<file path="src/hw/rtl/pwa_pkg.sv">
// ----------------------------------------------------------------------------
// PID regulator shared definitions
// Types, widths, micro-op codes and the control store of the sequencer.
// ----------------------------------------------------------------------------
package pwa_pkg;

   localparam int GAIN_W   = 16;
   localparam int LIM_W    = 24;
   localparam int OUT_W    = 32;
   localparam int OPB_W    = 33;
   localparam int PROD_W   = GAIN_W + OPB_W;
   localparam int ACC_W    = PROD_W + 2;
   localparam int SAT_IN_W = ACC_W;
   localparam int STEP_W   = 4;
   localparam int CSR_IDX_W = 3;

   typedef logic [STEP_W-1:0] step_type;

   localparam step_type ST_LOAD   = 4'd0;
   localparam step_type ST_FILT   = 4'd1;
   localparam step_type ST_DEST   = 4'd2;
   localparam step_type ST_MEM    = 4'd3;
   localparam step_type ST_ACC_I  = 4'd4;
   localparam step_type ST_ACC_D  = 4'd5;
   localparam step_type ST_BYP    = 4'd6;
   localparam step_type ST_BCLAMP = 4'd7;
   localparam step_type ST_BKI    = 4'd8;

   typedef enum logic [CSR_IDX_W-1:0] {
      REG_SETPOINT  = 3'd0,
      REG_PROP_GAIN = 3'd1,
      REG_INTEG_GAIN = 3'd2,
      REG_DERIV_GAIN = 3'd3,
      REG_FILTER_COEF = 3'd4,
      REG_INTEG_UPPER = 3'd5,
      REG_INTEG_LOWER = 3'd6,
      REG_DERIV_SOURCE = 3'd7
   } csr_reg_type;

   typedef enum logic [2:0] {
      MUL_NONE    = 3'd0,
      MUL_FC_DIFF = 3'd1,
      MUL_KP_ERR  = 3'd2,
      MUL_KI_INT  = 3'd3,
      MUL_KD_DER  = 3'd4
   } mul_type;

   typedef enum logic [1:0] {
      ACC_HOLD = 2'd0,
      ACC_LOAD = 2'd1,
      ACC_ADD  = 2'd2
   } acc_type;

   typedef enum logic [1:0] {
      DER_HOLD = 2'd0,
      DER_EST  = 2'd1,
      DER_AUX  = 2'd2
   } der_type;

   typedef enum logic [1:0] {
      BR_NEXT   = 2'd0,
      BR_IF_BYP = 2'd1,
      BR_GOTO   = 2'd2,
      BR_END    = 2'd3
   } br_type;

   typedef struct packed {
      mul_type  mul;
      acc_type  acc;
      logic     ld_err;
      logic     ld_sum;
      logic     ld_clamp;
      der_type  der;
      logic     ld_mem;
      br_type   br;
      step_type target;
   } uword_type;

   typedef struct packed {
      logic signed [GAIN_W-1:0] kp;
      logic signed [GAIN_W-1:0] ki;
      logic signed [GAIN_W-1:0] kd;
      logic signed [GAIN_W-1:0] fc;
      logic signed [LIM_W-1:0]  upper;
      logic signed [LIM_W-1:0]  lower;
      logic                     bypass;
   } cfg_type;

   typedef struct packed {
      logic                    clip;
      logic signed [OUT_W-1:0] val;
   } sat_type;

   localparam uword_type UW_NOP = '{
      mul: MUL_NONE, acc: ACC_HOLD, ld_err: 1'b0, ld_sum: 1'b0, ld_clamp: 1'b0,
      der: DER_HOLD, ld_mem: 1'b0, br: BR_NEXT, target: ST_LOAD
   };

   function automatic sat_type sat32(input logic signed [SAT_IN_W-1:0] v);
      logic signed [SAT_IN_W-1:0] hi;
      logic signed [SAT_IN_W-1:0] lo;
      sat_type r;
      hi = SAT_IN_W'(32'sh7fffffff);
      lo = SAT_IN_W'(32'sh80000000);
      if (v > hi) begin
         r.clip = 1'b1;
         r.val  = 32'sh7fffffff;
      end else if (v < lo) begin
         r.clip = 1'b1;
         r.val  = 32'sh80000000;
      end else begin
         r.clip = 1'b0;
         r.val  = v[OUT_W-1:0];
      end
      return r;
   endfunction

   function automatic uword_type ucode(input step_type s);
      uword_type w;
      w = UW_NOP;
      unique case (s)
         ST_LOAD: begin
            w.ld_err = 1'b1;
            w.br     = BR_IF_BYP;
            w.target = ST_BYP;
         end
         ST_FILT: begin
            w.mul    = MUL_FC_DIFF;
            w.ld_sum = 1'b1;
         end
         ST_DEST: begin
            w.der      = DER_EST;
            w.ld_clamp = 1'b1;
            w.mul      = MUL_KP_ERR;
         end
         ST_MEM: begin
            w.ld_mem = 1'b1;
            w.acc    = ACC_LOAD;
            w.mul    = MUL_KI_INT;
         end
         ST_ACC_I: begin
            w.acc = ACC_ADD;
            w.mul = MUL_KD_DER;
         end
         ST_ACC_D: begin
            w.acc = ACC_ADD;
            w.br  = BR_END;
         end
         ST_BYP: begin
            w.ld_sum = 1'b1;
            w.der    = DER_AUX;
            w.mul    = MUL_KP_ERR;
         end
         ST_BCLAMP: begin
            w.ld_clamp = 1'b1;
            w.acc      = ACC_LOAD;
         end
         ST_BKI: begin
            w.mul    = MUL_KI_INT;
            w.br     = BR_GOTO;
            w.target = ST_ACC_I;
         end
         default: begin
            w = UW_NOP;
         end
      endcase
      return w;
   endfunction

endpackage

</file>
<file path="src/hw/rtl/pwa_csr.sv">
// ----------------------------------------------------------------------------
// PID regulator configuration registers
// Holds setpoint, gains, filter coefficient, integrator limits and mode.
// ----------------------------------------------------------------------------
module pwa_csr #(
   parameter int DATA_WIDTH = 16,
   localparam int CSR_DW = (DATA_WIDTH > 24) ? DATA_WIDTH : 24
) (
   input  logic                                clock,
   input  logic                                reset,
   input  logic                                csr_valid,
   output logic                                csr_ready,
   input  logic [pwa_pkg::CSR_IDX_W-1:0]       csr_index,
   input  logic [CSR_DW-1:0]                   csr_data,
   output logic signed [DATA_WIDTH-1:0]        setpoint,
   output pwa_pkg::cfg_type                    cfg
);
   import pwa_pkg::*;

   logic signed [DATA_WIDTH-1:0] setpoint_ff, setpoint_in;
   cfg_type                      cfg_ff, cfg_in;
   logic signed [LIM_W-1:0]      lim_val;

   assign csr_ready = 1'b1;
   assign lim_val   = csr_data[LIM_W-1:0];

   always_comb begin
      setpoint_in = setpoint_ff;
      cfg_in      = cfg_ff;
      if (csr_valid) begin
         unique case (csr_reg_type'(csr_index))
            REG_SETPOINT:    setpoint_in = csr_data[DATA_WIDTH-1:0];
            REG_PROP_GAIN:   cfg_in.kp = csr_data[GAIN_W-1:0];
            REG_INTEG_GAIN:  cfg_in.ki = csr_data[GAIN_W-1:0];
            REG_DERIV_GAIN:  cfg_in.kd = csr_data[GAIN_W-1:0];
            REG_FILTER_COEF: cfg_in.fc = csr_data[GAIN_W-1:0];
            REG_INTEG_UPPER: begin
               if (lim_val < cfg_ff.lower) begin
                  cfg_in.upper = cfg_ff.lower;
                  cfg_in.lower = lim_val;
               end else begin
                  cfg_in.upper = lim_val;
               end
            end
            REG_INTEG_LOWER: begin
               if (lim_val > cfg_ff.upper) begin
                  cfg_in.lower = cfg_ff.upper;
                  cfg_in.upper = lim_val;
               end else begin
                  cfg_in.lower = lim_val;
               end
            end
            REG_DERIV_SOURCE: cfg_in.bypass = csr_data[0];
            default: begin
               cfg_in = cfg_ff;
            end
         endcase
      end
   end

   always_ff @(posedge clock) begin
      if (reset) begin
         setpoint_ff <= '0;
         cfg_ff      <= '0;
      end else begin
         setpoint_ff <= setpoint_in;
         cfg_ff      <= cfg_in;
      end
   end

   assign setpoint = setpoint_ff;
   assign cfg      = cfg_ff;

endmodule

</file>
<file path="src/hw/rtl/pwa_useq.sv">
// ----------------------------------------------------------------------------
// PID regulator microcode sequencer
// Step counter over the control store, with branch on mode and output stall.
// ----------------------------------------------------------------------------
module pwa_useq (
   input  logic                clock,
   input  logic                reset,
   input  logic                start,
   input  logic                bypass,
   input  logic                out_free,
   output logic                busy,
   output pwa_pkg::uword_type  ctl
);
   import pwa_pkg::*;

   step_type  step_ff, step_in;
   logic      running_ff, running_in;
   uword_type uw;
   logic      go;

   assign uw   = ucode(step_ff);
   assign go   = running_ff && !(uw.br == BR_END && !out_free);
   assign ctl  = go ? uw : UW_NOP;
   assign busy = running_ff;

   always_comb begin
      step_in    = step_ff;
      running_in = running_ff;
      if (start) begin
         step_in    = ST_LOAD;
         running_in = 1'b1;
      end else if (go) begin
         case (uw.br)
            BR_NEXT:   step_in = step_ff + step_type'(1);
            BR_IF_BYP: step_in = bypass ? uw.target : step_ff + step_type'(1);
            BR_GOTO:   step_in = uw.target;
            BR_END: begin
               step_in    = ST_LOAD;
               running_in = 1'b0;
            end
            default:   step_in = ST_LOAD;
         endcase
      end
   end

   always_ff @(posedge clock) begin
      if (reset) begin
         step_ff    <= ST_LOAD;
         running_ff <= 1'b0;
      end else begin
         step_ff    <= step_in;
         running_ff <= running_in;
      end
   end

endmodule

</file>
<file path="src/hw/rtl/pwa_dpath.sv">
// ----------------------------------------------------------------------------
// PID regulator datapath
// Error and integrator adders, clamp, one shared multiplier, accumulator,
// derivative estimator state and the result register.
// ----------------------------------------------------------------------------
module pwa_dpath #(
   parameter int DATA_WIDTH = 16,
   parameter int FRAC_BITS  = 8
) (
   input  logic                                 clock,
   input  logic                                 reset,
   input  logic                                 load,
   input  logic signed [DATA_WIDTH-1:0]         meas_in,
   input  logic signed [DATA_WIDTH-1:0]         aux_in,
   input  logic                                 clr_in,
   input  logic signed [DATA_WIDTH-1:0]         setpoint,
   input  pwa_pkg::cfg_type                     cfg,
   input  pwa_pkg::uword_type                   ctl,
   input  logic                                 rsp_ready,
   output logic                                 rsp_valid,
   output logic signed [pwa_pkg::OUT_W-1:0]     drive,
   output logic                                 saturated,
   output logic                                 out_free
);
   import pwa_pkg::*;

   localparam int ERR_W = DATA_WIDTH + 1;
   localparam int SUM_W = ((ERR_W > LIM_W) ? ERR_W : LIM_W) + 1;
   localparam int RND_W = PROD_W + 1;
   localparam logic signed [RND_W-1:0] RND = (RND_W'(1) << FRAC_BITS) >> 1;

   logic signed [DATA_WIDTH-1:0] meas_ff, meas_in_r, aux_ff, aux_in_r;
   logic                         clr_ff, clr_in_r;
   logic signed [ERR_W-1:0]      err_ff, err_in;
   logic signed [OPB_W-1:0]      diff_ff, diff_in;
   logic signed [SUM_W-1:0]      sum_ff, sum_in;
   logic signed [LIM_W-1:0]      integral_ff, integral_in;
   logic signed [OUT_W-1:0]      dmem_ff, dmem_in;
   logic signed [OUT_W-1:0]      deriv_ff, deriv_in;
   logic signed [PROD_W-1:0]     prod_ff, prod_in;
   logic signed [ACC_W-1:0]      acc_ff, acc_in;
   logic signed [OUT_W-1:0]      drive_ff, drive_in;
   logic                         sat_ff, sat_in;
   logic                         valid_ff, valid_in;

   logic signed [GAIN_W-1:0]     mul_a;
   logic signed [OPB_W-1:0]      mul_b;
   logic signed [LIM_W-1:0]      clamp_val;
   logic signed [RND_W-1:0]      rnd, shr;
   logic signed [ACC_W-1:0]      acc_sum;
   sat_type                      est_sat, mem_sat, drive_sat;
   logic                         emit;

   assign emit     = (ctl.br == BR_END);
   assign out_free = !valid_ff || rsp_ready;

   always_comb begin
      case (ctl.mul)
         MUL_FC_DIFF: begin
            mul_a = cfg.fc;
            mul_b = diff_ff;
         end
         MUL_KP_ERR: begin
            mul_a = cfg.kp;
            mul_b = OPB_W'(err_ff);
         end
         MUL_KI_INT: begin
            mul_a = cfg.ki;
            mul_b = OPB_W'(integral_ff);
         end
         MUL_KD_DER: begin
            mul_a = cfg.kd;
            mul_b = OPB_W'(deriv_ff);
         end
         default: begin
            mul_a = '0;
            mul_b = '0;
         end
      endcase
   end

   always_comb begin
      if (sum_ff > SUM_W'(cfg.upper)) begin
         clamp_val = cfg.upper;
      end else if (sum_ff < SUM_W'(cfg.lower)) begin
         clamp_val = cfg.lower;
      end else begin
         clamp_val = sum_ff[LIM_W-1:0];
      end
   end

   assign rnd       = RND_W'(prod_ff) + RND;
   assign shr       = rnd >>> FRAC_BITS;
   assign est_sat   = sat32(SAT_IN_W'(shr));
   assign mem_sat   = sat32(SAT_IN_W'(deriv_ff) + SAT_IN_W'(aux_ff));
   assign acc_sum   = acc_ff + ACC_W'(prod_ff);
   assign drive_sat = sat32(acc_sum);

   always_comb begin
      meas_in_r   = meas_ff;
      aux_in_r    = aux_ff;
      clr_in_r    = clr_ff;
      err_in      = err_ff;
      diff_in     = diff_ff;
      sum_in      = sum_ff;
      integral_in = integral_ff;
      dmem_in     = dmem_ff;
      deriv_in    = deriv_ff;
      prod_in     = prod_ff;
      acc_in      = acc_ff;
      drive_in    = drive_ff;
      sat_in      = sat_ff;
      valid_in    = valid_ff;

      if (load) begin
         meas_in_r = meas_in;
         aux_in_r  = aux_in;
         clr_in_r  = clr_in;
      end
      if (ctl.ld_err) begin
         err_in  = ERR_W'(setpoint) - ERR_W'(meas_ff);
         diff_in = OPB_W'(dmem_ff) - OPB_W'(aux_ff);
         if (clr_ff) begin
            integral_in = '0;
         end
      end
      if (ctl.ld_sum) begin
         sum_in = SUM_W'(integral_ff) + SUM_W'(err_ff);
      end
      if (ctl.ld_clamp) begin
         integral_in = clamp_val;
      end
      case (ctl.der)
         DER_EST: deriv_in = est_sat.val;
         DER_AUX: deriv_in = OUT_W'(aux_ff);
         default: deriv_in = deriv_ff;
      endcase
      if (ctl.ld_mem) begin
         dmem_in = mem_sat.val;
      end
      if (ctl.mul != MUL_NONE) begin
         prod_in = mul_a * mul_b;
      end
      case (ctl.acc)
         ACC_LOAD: acc_in = ACC_W'(prod_ff);
         ACC_ADD:  acc_in = acc_sum;
         default:  acc_in = acc_ff;
      endcase
      if (emit) begin
         drive_in = drive_sat.val;
         sat_in   = drive_sat.clip;
         valid_in = 1'b1;
      end else if (rsp_ready) begin
         valid_in = 1'b0;
      end
   end

   always_ff @(posedge clock) begin
      meas_ff  <= meas_in_r;
      aux_ff   <= aux_in_r;
      clr_ff   <= clr_in_r;
      err_ff   <= err_in;
      diff_ff  <= diff_in;
      sum_ff   <= sum_in;
      deriv_ff <= deriv_in;
      prod_ff  <= prod_in;
      acc_ff   <= acc_in;
      drive_ff <= drive_in;
      sat_ff   <= sat_in;
   end

   always_ff @(posedge clock) begin
      if (reset) begin
         integral_ff <= '0;
         dmem_ff     <= '0;
         valid_ff    <= 1'b0;
      end else begin
         integral_ff <= integral_in;
         dmem_ff     <= dmem_in;
         valid_ff    <= valid_in;
      end
   end

   assign rsp_valid = valid_ff;
   assign drive     = drive_ff;
   assign saturated = sat_ff;

endmodule

</file>
<file path="src/hw/rtl/pid_with_antiwindup_top.sv">
// ----------------------------------------------------------------------------
// PID regulator with clamped integrator
// The input is taken only while the sequencer is idle, so a new item is not
// accepted until the six-step microprogram that runs every product through
// the single shared multiplier has finished with the last one.
// A finished result waits in the output register while the next item starts.
// Synchronous reset clears the integrator, the derivative state and all
// configuration registers to zero.
// ----------------------------------------------------------------------------
module pid_with_antiwindup_top #(
   parameter int DATA_WIDTH = 16,
   parameter int FRAC_BITS  = 8,
   localparam int REQ_W  = ((2 * DATA_WIDTH + 7) / 8) * 8,
   localparam int CSR_DW = (DATA_WIDTH > 24) ? DATA_WIDTH : 24
) (
   input  logic                               clock,
   input  logic                               reset,
   input  logic                               req_tvalid,
   output logic                               req_tready,
   input  logic [REQ_W-1:0]                   req_tdata,   // measurement, aux_value
   input  logic [0:0]                         req_tuser,   // clear_integral
   output logic                               rsp_tvalid,
   input  logic                               rsp_tready,
   output logic [pwa_pkg::OUT_W-1:0]          rsp_tdata,   // drive
   output logic [0:0]                         rsp_tuser,   // saturated
   input  logic                               csr_valid,
   output logic                               csr_ready,
   input  logic [pwa_pkg::CSR_IDX_W-1:0]      csr_index,
   input  logic [CSR_DW-1:0]                  csr_data
);
   import pwa_pkg::*;

   logic signed [DATA_WIDTH-1:0] setpoint;
   cfg_type                      cfg;
   uword_type                    ctl;
   logic                         busy;
   logic                         accept;
   logic                         out_free;
   logic signed [OUT_W-1:0]      drive;
   logic                         saturated;

   assign req_tready = !busy;
   assign accept     = req_tvalid && req_tready;

   pwa_csr #(
      .DATA_WIDTH (DATA_WIDTH)
   ) u_csr (
      .clock     (clock),
      .reset     (reset),
      .csr_valid (csr_valid),
      .csr_ready (csr_ready),
      .csr_index (csr_index),
      .csr_data  (csr_data),
      .setpoint  (setpoint),
      .cfg       (cfg)
   );

   pwa_useq u_useq (
      .clock    (clock),
      .reset    (reset),
      .start    (accept),
      .bypass   (cfg.bypass),
      .out_free (out_free),
      .busy     (busy),
      .ctl      (ctl)
   );

   pwa_dpath #(
      .DATA_WIDTH (DATA_WIDTH),
      .FRAC_BITS  (FRAC_BITS)
   ) u_dpath (
      .clock     (clock),
      .reset     (reset),
      .load      (accept),
      .meas_in   (req_tdata[DATA_WIDTH-1:0]),
      .aux_in    (req_tdata[2*DATA_WIDTH-1:DATA_WIDTH]),
      .clr_in    (req_tuser[0]),
      .setpoint  (setpoint),
      .cfg       (cfg),
      .ctl       (ctl),
      .rsp_ready (rsp_tready),
      .rsp_valid (rsp_tvalid),
      .drive     (drive),
      .saturated (saturated),
      .out_free  (out_free)
   );

   assign rsp_tdata    = drive;
   assign rsp_tuser[0] = saturated;

endmodule

</file>
<file path="config.mk">
export PLATFORM = sky130hd
export DESIGN_NAME = pid_with_antiwindup_top
export DESIGN_NICKNAME = d
export VERILOG_FILES = /design/src/hw/rtl/pwa_pkg.sv /design/src/hw/rtl/pwa_csr.sv /design/src/hw/rtl/pwa_useq.sv /design/src/hw/rtl/pwa_dpath.sv /design/src/hw/rtl/pid_with_antiwindup_top.sv
export SDC_FILE = /design/constraint.sdc
export NUM_CORES = 2
export LEC_CHECK = 0
export BUFFER_PORTS_ARGS = -buffer_cell sky130_fd_sc_hd__buf_2
export CAP_MARGIN = 20
export CORE_MARGIN = 1
export CORE_UTILIZATION = 55
export CTS_CLUSTER_DIAMETER = 150
export DETAILED_ROUTE_END_ITERATION = 10
export HOLD_SLACK_MARGIN = 0.06
export PLACE_DENSITY = 0.71
export SLEW_MARGIN = 25
export SYNTH_ARGS = -nofsm -noshare
export SYNTH_HDL_FRONTEND = slang
export SYNTH_SLANG_ARGS = --single-unit
export TNS_END_PERCENT = 20
</file>
<file path="constraint.sdc">
create_clock -name clock -period 15.1 [get_ports clock]
set_input_delay 2.265 -clock clock [delete_from_list [all_inputs] [get_ports clock]]
set_output_delay 2.265 -clock clock [all_outputs]
set_load 0.1 [all_outputs]
</file>
=== Word level (Yosys, flattened, before mapping) ===
Cells that the tools add are included.

* Logic and storage cells: 144
* Memory bits (read-only): 0
* Bits of input ports: 65
* Register bits: 464
* Output and inout bits: 36
* Memory bits (writable): 0
* Bits in latches: 0
* Memories: 0

* Equal/unequal tests: 29
* Shift-type cells: 0
* Multipliers: 1
* $lt $le $gt $ge: 10
* Reduce and logical (&&, ||, !) cells: 37
* $add $sub $neg: 7
* Mux-type cells: 36
* Bitwise logic cells: 0
* Divide/modulo/power cells: 0

{| class="wikitable"
|+ Operators by type and width
! cell !! count
|-
| $mux 24 || 9
|-
| $pmux 33 s4 || 1
|-
| $mux 32 || 4
|-
| $gt 51x32->1 const B || 2
|-
| $lt 51x32->1 const B || 2
|-
| $pmux 51 s2 || 1
|-
| $pmux 48 s2 || 1
|-
| $pmux 16 s4 || 1
|-
| $pmux 32 s2 || 1
|-
| $add 51x49->51 || 1
|-
| $add 49x9->50 const B || 1
|-
| $mul 16x33->49 || 1
|-
| $gt 42x32->1 const B || 1
|-
| $lt 42x32->1 const B || 1
|-
| $add 32x16->33 || 1
|-
| $mux 33 || 1
|-
| $sub 32x16->33 || 1
|-
| $add 24x17->25 || 1
|-
| $gt 25x24->1 || 1
|-
| $lt 25x24->1 || 1
|-
| $gt 24x24->1 || 1
|-
| $lt 24x24->1 || 1
|-
| $mux 17 || 1
|-
| $sub 16x16->17 || 1
|-
| other kinds (29) || 83
|}

=== Longest topological paths before layout ===
* Word-level depth: 10
* Depth in mapped cells: 36
* Mapped depth without buffers: 34

=== By module ===
A second synthesis with hierarchy kept.

* Cells, all modules: 5148
* Area, all modules: 47536.8 um2

{| class="wikitable"
|+ By module, submodules not included
! module !! cells each !! area an instance (um2) !! times used
|-
| pwa_dpath || 4304 || 40511.4 || 1
|-
| pwa_csr || 761 || 6382.4 || 1
|-
| pwa_useq || 81 || 633.1 || 1
|-
| pid_with_antiwindup_top || 2 || 10.0 || 1
|}

=== Least setup slack after synthesis ===
OpenSTA, ideal clock, no wires.

* Path type: in2reg
* Start: in rsp_tready
* End: reg u_dpath.prod_ff[47] (data pin)
* Library setup time: 258 ps
* Data required time: 14842 ps
* Arrival: 10395 ps
* Setup slack: 4447 ps
* Stages on the path: 31
* Cells stage by stage: nand2b_1 -> o21ai_0 -> nand3b_1 -> clkbuf_1 -> a21oi_1 -> a221oi_1 -> clkbuf_1 -> nor2_1 -> fa_1 -> inv_1 -> fa_1 -> fa_1 -> inv_1 -> fa_1 -> fa_1 -> inv_1 -> fa_1 -> inv_1 -> ha_1 -> a21o_1 -> a21o_1 -> a21o_1 -> a21oi_1 -> nand2_1 -> a211o_1 -> a311oi_1 -> o31ai_1 -> a211oi_1 -> o211ai_1 -> a31oi_1 -> xnor2_1

* Longest elaborated chain between the ends: 9
* Elaborated cells between the ends (all ways): 13

{| class="wikitable"
|+ RTL lines
! element !! RTL line !! RTL
|-
| from (decl) || pid_with_antiwindup_top.sv:23 || <nowiki>input logic rsp_tready,</nowiki>
|-
| $logic_or 1x1->1 (*) || pwa_dpath.sv:55 || <nowiki>assign out_free = !valid_ff || rsp_ready;</nowiki>
|-
| $logic_not 1->1 (*) || pwa_useq.sv:22 || <nowiki>assign go = running_ff && !(uw.br == BR_END && !out_free);</nowiki>
|-
| $logic_and 1x1->1 (*) || pwa_useq.sv:22 ||
|-
| $logic_not 1->1 (*) || pwa_useq.sv:22 ||
|-
| $logic_and 1x1->1 (*) || pwa_useq.sv:22 ||
|-
| $mux 17 (*) || pwa_useq.sv:23 || <nowiki>assign ctl = go ? uw : UW_NOP;</nowiki>
|-
| $eq 3x3->1, or another cell as far along || pwa_dpath.sv:58 || <nowiki>case (ctl.mul)</nowiki>
|-
| $pmux 16 s4 / $pmux 33 s4 (equally long branches) || pwa_dpath.sv:58 ||
|-
| $mul 16x33->49 (*) || pwa_dpath.sv:142 || <nowiki>prod_in = mul_a * mul_b;</nowiki>
|-
| to (signal assigned) || pwa_dpath.sv:166 || <nowiki>prod_ff <= prod_in;</nowiki>
|-
| to (decl) || pwa_dpath.sv:40 || <nowiki>logic signed [PROD_W-1:0] prod_ff, prod_in;</nowiki>
|}

Every way passes the cells marked *; elsewhere a longest branch is shown, timed or not.
A chain may end at the register's enable or synchronous reset.

=== Worst setup path after layout ===
Same ends and word-level chain as after synthesis.

==> metrics.cfg <==
[clock_network]
clock_latency_ns=0.65
root_buffer=clkbuf_16
cts_tree=built
ctsResizeCount=0
clkSinkCount=464
cts_hold_buf=0
cts_buffer_depth=3
cts_made_buffers=53
cts_setup_buffers=0
htree_levels=2
clk_pin_slew_ns=0.07

[yosys]
yosys.cell_types.count=81
async_flop_share=0
syn_inst=5263
yosys.area.top_type=fa_1
synth_area_leaders=fa_1 21%, edfxtp_1 17%, ha_1 9.8%
synth_enable_flop_cells=273
synth.avg_cell_area_um2=9.010
synth.yosys.seq_area_share=0.2535
syn_nets=6206
synth_top_area_share=0.2132
ys_ff_latch=464
yosys_warnings=0
synth_flop_cell=edfxtp_1
syn_area_mm2=0.04742

[routing]
drt_pass1_iterations=8
drtAntennaViolNets=0
vias_per_cell=5.898
first_iter_violations=3341
wl_met1_um=57350
wl_met2_um=60230
route.met3.wl_um=11880
drcViolationCount=0
routed_wl_um=134200
vias=38200
top_layer=met5
wire_per_inst_um=20.73

[worst_setup_path]
startpoint=rsp_tready
crit_arrival_ns=11.54
cp_data_required_time_ns=15.49
cpPeakStageDelay_ns=0.79
critical_path.most_common_cell=fa_1
endpoint_kind=flip-flop
crit_path_start_kind=input port
worst-setup-path-type=in2reg
critPathMaxFanout=48
critPathSlowestCell=a311oi_1
worstReg2RegStart=u_useq.step_ff[3]

[placement]
place.gp.congestion=0.9636
hpwlAfterDp_um=105300
pre_cts_ws_ns=3.378
placedCellCount=6374
port_buffers=99
place_area_mm2=0.04945

[global_route]
track_usage=0.3132
grt_pass1_vias=38030
grt_pass1_wl_um=212000
antenna_found_initial=5
grt_start_max_net_pins=125
overflow=0

[sta]
max_freq_mhz=89.68
period_share=0.7385
final_hold_viol_count=0
slew_violations=0
rsz0062_at_grt=no
tightest_slew_ns=1.057
finalSetupTns_ns=0
relSlewSlack=0.2929
setup_violations=0
finClkSkew_ns=0.02658
worst_slack_ns=3.949
finalCriticalPeriod_ns=11.15

[min_path]
hold_path.class=reg2reg
worstHoldStart=u_csr.cfg[74]

[floorplan]
die_area_mm2=0.08739
io_pins=101
dieHeight_um=295.6
coreArea_mm2=0.08528
num_rows=107
initial_core_util=0.5560
fp.dieW_um=295.6

[finish]
nNetsFinal=6230
seq_area_mm2=0.01202
fin_cells=6476
fillers=7468
area.growth.synth_to_final_pct=8.196
mostFrequentLayoutCells=740 x inv_1, 642 x nand2_1, 567 x nor2_1, 505 x fa_1, 372 x ha_1
final_common_cell=inv_1
drive_gt1_frac=0.07128
final_cell_area_mm2=0.05131
multi_input_comb_area_mm2=0.03205

[power_and_ir_drop]
leakagePower_nw=22.54
irDropWorstVdd_uv=99.10
p_per_area_mw_per_mm2=62.49

[job]
maxCapViolations=0

[outcome]
status=finished, final reports clean

## where the power goes
group	internal [mW]	total, mW	switching [mW]
Clock	0.788	1.36	0.574
Sequential	1.38	1.41	0.0335
Combinational	0.156	0.432	0.276
## path summary, 6_finish.rpt
path | end | cells past startpoint | slack (ns)
hold / removal | u_csr.cfg[74] | 2 | 0.45
setup reg to reg | u_dpath.prod_ff[47] | 32 | 4.59
hold reg to reg | u_csr.cfg[74] | 2 | 0.45
setup / recovery | u_dpath.prod_ff[47] | 32 | 3.95
## flip-flops by register name (all words and copies together) (netlist names), 24 cells and up
register	cells
u_dpath.drive	32
u_dpath.sum_ff	25
u_dpath.diff_ff	33
u_csr.cfg	113
u_dpath.deriv_ff	32
u_dpath.dmem_ff	32
u_dpath.integral_ff	24
u_dpath.prod_ff	49
u_dpath.acc_ff	51
## layer usage
layer	global-route usage	up-vias
met5	0	-
met4	0.1063	6
met3	0.05314	272
met2	0.5010	1616
met1	0.4305	18580
li1	-	17720
## synth_stat cells, types with 58 or more instances
cell type / count
o21ai_0: 124
fa_1: 505
dfxtp_1: 191
a21o_1: 157
xor2_1: 72
a211oi_1: 101
a21oi_1: 324
nand2_1: 642
nand3_1: 58
nor3_1: 66
ha_1: 373
edfxtp_1: 273
clkbuf_1: 187
xnor2_1: 130
inv_1: 741
nor2_1: 572
## kinds of logic after synthesis
kind of cell / Yosys count / synth area share
AOI/OAI and AO/OA: 1066 / 0.1544
xor gates and xnor gates: 202 / 0.03731
adders and majority gates: 878 / 0.3116
buffers and inverters: 957 / 0.07684
DFF: 464 / 0.2535
muxes: 94 / 0.02084
other: 1 / 0.00007908
and+or+nand+nor: 1601 / 0.1454
## area by class of cell
| type | instances | area share |
|---|---|---|
| Multi-Input combinational cell | 3842 | 0.6248 |
| Sequential cell | 464 | 0.2343 |
| Antenna cell | 1 | 0.00004877 |
| Timing Repair Buffer | 185 | 0.02346 |
| Clock inverter | 25 | 0.005073 |
| Inverter | 741 | 0.05421 |
| Clock buffer | 74 | 0.03022 |
| Tap cell | 1144 | 0.02790 |
## critical path: cells and delay by family
kind / cells / cell delay [ns]
compound gates: 12 / 3.26
buf+inv: 7 / 1.33
fa+ha+maj: 7 / 3.51
xor+xnor: 1 / 0.11
simple gates: 5 / 1.01
## per-stage QoR
stage               total power, mW  hold WS, ns    util
floorplan                     1.718       0.4361       -
global placement              1.850       0.4423  0.5794
detailed placement            1.858       0.4465  0.5799
CTS                           3.212       0.4551  0.6011
global route                  3.313       0.4691  0.6016
finish                        3.206       0.4538  0.6016
Note: power is estimated with default switching activity, not from simulation.
